<file path="src/rtl/core/smtk_pkg.sv">
// ----------------------------------------------------------------------------
// smtk_pkg: shared types and constants for the sorted multiset top-k sum
// Beat payloads, status and kind codes, register map and cell control.
// ----------------------------------------------------------------------------
package smtk_pkg;

	localparam int CAPACITY_DEF   = 1024;
	localparam int VALUE_BITS_DEF = 32;
	localparam int TAG_BITS_DEF   = 20;

	localparam int VALUE_FIELD_W = 32;
	localparam int TAG_FIELD_W   = 20;
	localparam int SUM_W         = 42;
	localparam int TOPC_W        = 11;
	localparam int STATUS_W      = 2;

	localparam int GRP_SIZE = 32;

	localparam int APB_AW = 3;
	localparam int APB_DW = 32;
	localparam int REG_IDX_W = APB_AW - 2;

	localparam logic [REG_IDX_W-1:0] REG_TOP_COUNT = REG_IDX_W'(0);
	localparam logic [TOPC_W-1:0]    TOP_COUNT_RST = TOPC_W'(1);

	localparam logic KIND_INSERT = 1'b0;
	localparam logic KIND_ERASE  = 1'b1;

	localparam logic [STATUS_W-1:0] STATUS_DONE      = 2'd0;
	localparam logic [STATUS_W-1:0] STATUS_NOT_FOUND = 2'd1;
	localparam logic [STATUS_W-1:0] STATUS_FULL      = 2'd2;

	typedef struct packed {
		logic                     kind;
		logic [VALUE_FIELD_W-1:0] entry_value;
		logic [TAG_FIELD_W-1:0]   entry_tag;
	} smtk_cmd_t;

	typedef struct packed {
		logic [SUM_W-1:0]    top_sum;
		logic [TOPC_W-1:0]   entry_count;
		logic [STATUS_W-1:0] status;
	} smtk_result_t;

	typedef struct packed {
		logic load_ins;
		logic load_ers;
	} smtk_cell_ctl_t;

endpackage

</file>
<file path="src/rtl/core/smtk_cell.sv">
// ----------------------------------------------------------------------------
// smtk_cell: one slot of the sorted entry chain
// Holds one entry, compares it with the broadcast operand and takes the
// operand or a neighbor's entry on an insert or erase shift.
// ----------------------------------------------------------------------------
module smtk_cell #(
	parameter int          VALUE_BITS = smtk_pkg::VALUE_BITS_DEF,
	parameter int          TAG_BITS   = smtk_pkg::TAG_BITS_DEF,
	parameter int          CMP_W      = smtk_pkg::TOPC_W,
	parameter int unsigned IDX        = 0
) (
	input  logic                    clk,
	input  smtk_pkg::smtk_cell_ctl_t ctl,
	input  logic [VALUE_BITS-1:0]   op_value,
	input  logic [TAG_BITS-1:0]     op_tag,
	input  logic [CMP_W-1:0]        count,
	input  logic [CMP_W-1:0]        probe,
	input  logic [VALUE_BITS-1:0]   left_value,
	input  logic [TAG_BITS-1:0]     left_tag,
	input  logic                    left_gt,
	input  logic [VALUE_BITS-1:0]   right_value,
	input  logic [TAG_BITS-1:0]     right_tag,
	output logic [VALUE_BITS-1:0]   value,
	output logic [TAG_BITS-1:0]     tag,
	output logic                    gt,
	output logic                    eq,
	output logic [VALUE_BITS-1:0]   probe_value
);
	import smtk_pkg::*;

	localparam logic [CMP_W-1:0] MY_IDX = CMP_W'(IDX);

	logic [VALUE_BITS-1:0] value_q;
	logic [TAG_BITS-1:0]   tag_q;
	logic                  occ;

	assign occ         = MY_IDX < count;
	assign gt          = occ && ({value_q, tag_q} > {op_value, op_tag});
	assign eq          = occ && ({value_q, tag_q} == {op_value, op_tag});
	assign probe_value = (probe == MY_IDX) ? value_q : '0;
	assign value       = value_q;
	assign tag         = tag_q;

	always_ff @(posedge clk) begin
		if (ctl.load_ins && !gt) begin
			if (left_gt) begin
				value_q <= op_value;
				tag_q   <= op_tag;
			end else begin
				value_q <= left_value;
				tag_q   <= left_tag;
			end
		end else if (ctl.load_ers && !gt) begin
			value_q <= right_value;
			tag_q   <= right_tag;
		end
	end

endmodule

</file>
<file path="config.mk">
export PLATFORM = sky130hd
export DESIGN_NAME = smtk_cell
export DESIGN_NICKNAME = d
export VERILOG_FILES = /design/src/rtl/core/smtk_pkg.sv /design/src/rtl/core/smtk_cell.sv
export SDC_FILE = /design/constraint.sdc
export NUM_CORES = 1
export LEC_CHECK = 0
export BUFFER_PORTS_ARGS = -buffer_cell sky130_fd_sc_hd__clkbuf_2
export CAP_MARGIN = 20
export CORE_AREA = 2 2 103 105
export CTS_CLUSTER_DIAMETER = 40
export DETAILED_ROUTE_END_ITERATION = 6
export DIE_AREA = 0 0 105 107
export GPL_ROUTABILITY_DRIVEN = 1
export PLACE_DENSITY = 0.83
export SLEW_MARGIN = 20
export SYNTH_ARGS = -nofsm -noshare
export SYNTH_HDL_FRONTEND = slang
export SYNTH_SLANG_ARGS = --single-unit
export TNS_END_PERCENT = 5
</file>
<file path="constraint.sdc">
create_clock -name clk -period 15.2 [get_ports clk]
set_input_delay 3.04 -clock clk [delete_from_list [all_inputs] [get_ports clk]]
set_output_delay 3.04 -clock clk [all_outputs]
set_load 0.01 [all_outputs]
</file>
==> flow_summary.json <==
{
  "outcome": "finished clean",
  "port_buffers": 267,
  "routedWlPerCell_microns": 16.3,
  "ys.flop_type": "edfxtp_1",
  "ys_warn_count": 0,
  "hold_start": "value[31]$_DFFE_PP_",
  "routed_wl_mm": 13.1,
  "viasPerCell": 5.04,
  "hold_viol_final": 0,
  "synth_edf_count": 52,
  "synth.avg_cell_area_sq_um": 11.1,
  "ctsHoldBuffers": 0,
  "crit_type": "in2out",
  "worst_pin_slew_ps": 725,
  "htreeDepth": 2,
  "async_reset_ff_share_pct": 0,
  "place_congestion": 0.824,
  "cts_resized": 0,
  "required_ps": 12160,
  "die_y_microns": 107,
  "power_density_nw_per_um2": 91.0,
  "dr.pass1.iters": 4,
  "row_count": 37,
  "antenna_found_initial": 0,
  "synth_fp_nets": 635,
  "core_sq_um": 10100,
  "fill_cells": 851,
  "grt.met3_usage_pct": 4.56,
  "drt_iter0_drc": 127,
  "leakage_nw": 3.14,
  "fmaxAchievable_mhz": 122,
  "startpoint_type": "input port",
  "cts-root-buf": "clkbuf_8",
  "r2r-start": "value[21]$_DFFE_PP_",
  "ff_latch_area_sq_um": 1560,
  "syn_to_final_growth_pct": 36.4,
  "ys_types": 31,
  "grt_pass1_wl_mm": 20.7,
  "start_util_pct": 44.0,
  "yosysTopAreaCellShare_pct": 35.1,
  "drv_cap": 0,
  "numCtsBuffers": 5,
  "finalCriticalPeriod_ps": 8200,
  "remaining_drc_errors": 0,
  "finalMaxSlewViolations": 0,
  "grt_use_met1_pct": 23.5,
  "antenna_left": 0,
  "grt_remaining_overflow": 0,
  "cts_tree": "done",
  "synth_area_sq_um": 4440,
  "crit_fanout": 2,
  "relSlewSlack_pct": 51.7,
  "finalNonFillerCells": 802,
  "synth_common_cells": "55 x inv_1, 54 x mux2_2, 52 x edfxtp_1, 52 x ha_1, 50 x mux2_1",
  "place_inst": 794,
  "io_pins": 268,
  "num-nets-final": 899,
  "clk_path_buf_depth": 2,
  "dpl.hpwl_mm": 10.8,
  "cts_sinks": 52,
  "yosys.area.top_type": "edfxtp_1",
  "min_path_type": "reg2reg",
  "finalCritPeriodShare_pct": 53.9,
  "fin_setup_tns_ps": 0,
  "grt.busiest_layer": "met2",
  "critical_path_arrival_ps": 5160,
  "critical_path.startpoint": "op_value[21]",
  "multi_input_area_sq_um": 2600,
  "synth_area_leaders": "edfxtp_1 35%, ha_1 15%, mux2_2 14%, mux2_1 13%, and2_1 4.6%",
  "grt_util_met2_pct": 46.7,
  "synth_most_common_cell": "inv_1",
  "setup_viol": 0,
  "ir_drop_v": 0.0000475,
  "ys_seq_area_share_pct": 35.1,
  "fp.dieW_microns": 105,
  "endpoint_kind": "output pin",
  "cts_setup_buffers": 0,
  "rsz0062_at_grt": "no",
  "synth_cells": 401,
  "n_antenna_cell": 0,
  "grt_pass1_vias": 4471,
  "grt_max_degree": 53,
  "vias": 4040,
  "clk_latency_ps": 310,
  "clkTransAtPathRegs_ps": 100,
  "drive_gt1_share_pct": 50.8,
  "synth_seq_cells": 52,
  "dieArea_sq_um": 11200,
  "track_usage_pct": 23.0,
  "fin_skew_ps": 19.7
}
==> metal layers <==
layer	share of wire, %	vias up
met3	6.1	16
met2	55	169
met4	1.7	0
met1	37	1878
li1	-	1977
met5	0	-
==> where the power goes <==
part           switching, mW  total [mW]  internal (mW)
clock network         0.0491       0.131         0.0824
logic                  0.106       0.200         0.0939
registers             0.0208       0.220          0.199
total                  0.176       0.552          0.376
==> cell usage in the layout, fill, tap and decap left out <==
cell,Yosys,final
a2111oi_2,1,1
a211o_1,1,1
a21boi_0,2,2
a21boi_4,1,1
a21o_1,4,4
a21oi_1,18,18
a221o_1,1,1
a221oi_1,3,3
a2bb2oi_1,1,1
a31oi_1,1,1
and2_1,33,33
and3_1,1,1
and4_1,8,8
and4bb_2,1,1
buf_4,0,4
bufinv_16,0,3
clkbuf_2,0,267
clkbuf_8,0,5
edfxtp_1,52,52
ha_1,52,52
inv_1,55,55
mux2_1,50,50
mux2_2,54,54
nand2_1,14,14
nand2b_1,1,1
nand3_1,8,8
nand4_1,5,5
nor2_1,5,4
nor2_4,0,1
nor3_1,1,1
nor4_1,6,5
nor4_2,0,1
o211a_1,1,1
o211ai_1,1,1
o21ai_0,6,6
==> final timing paths <==
kind,end,slack (ps),depth (start not counted)
hold / removal,value[11]$_DFFE_PP_,1280,5
setup / recovery,gt,7000,10
setup reg to reg,value[31]$_DFFE_PP_,11400,9
hold reg to reg,value[11]$_DFFE_PP_,1280,5
==> state kept, by name (all words and copies together) (netlist names) <==
name,flops
value,32
tag,20
==> logic make-up after synthesis <==
kind of cell	after synthesis	synth area share, %
flip-flops	52	35.1
multiplexers	104	26.4
AO/OA/AOI/OAI	41	6.22
AND/OR/NAND/NOR	83	11.0
adder cells (fa/ha/maj)	52	14.6
buffers and inverters	69	6.67
==> critical path, cell delays in order <==
cell and delay (ps):
clkbuf_2 90, inv_1 40, ha_1 280, a21o_1 170
a21o_1 170, a221o_1 360, a2111oi_2 420, o211ai_1 220
and2_1 230, clkbuf_2 140
==> area by class of cell <==
cell class	count	area share, %
clock buffer	5	1.14
multi-input combinational	280	42.9
timing repair buffer	271	22.5
sequential	52	25.8
tap	136	2.81
inverter	55	3.41
clock inverter	3	1.49
==> stage by stage <==
step	setup WS [ps]	hold WS (ps)	power, mW	utilization [%]	instance area [sq um]
after floorplan	7440	1170	0.340	-	4440
after global placement	7030	1240	0.415	58.5	5900
after detailed placement	7010	1260	0.425	58.5	5900
after CTS	7000	1280	0.557	60.1	6060
after global routing	6870	1370	0.588	60.1	6060
final	7000	1280	0.552	60.1	6060
Note: power is estimated with default switching activity, not from simulation.
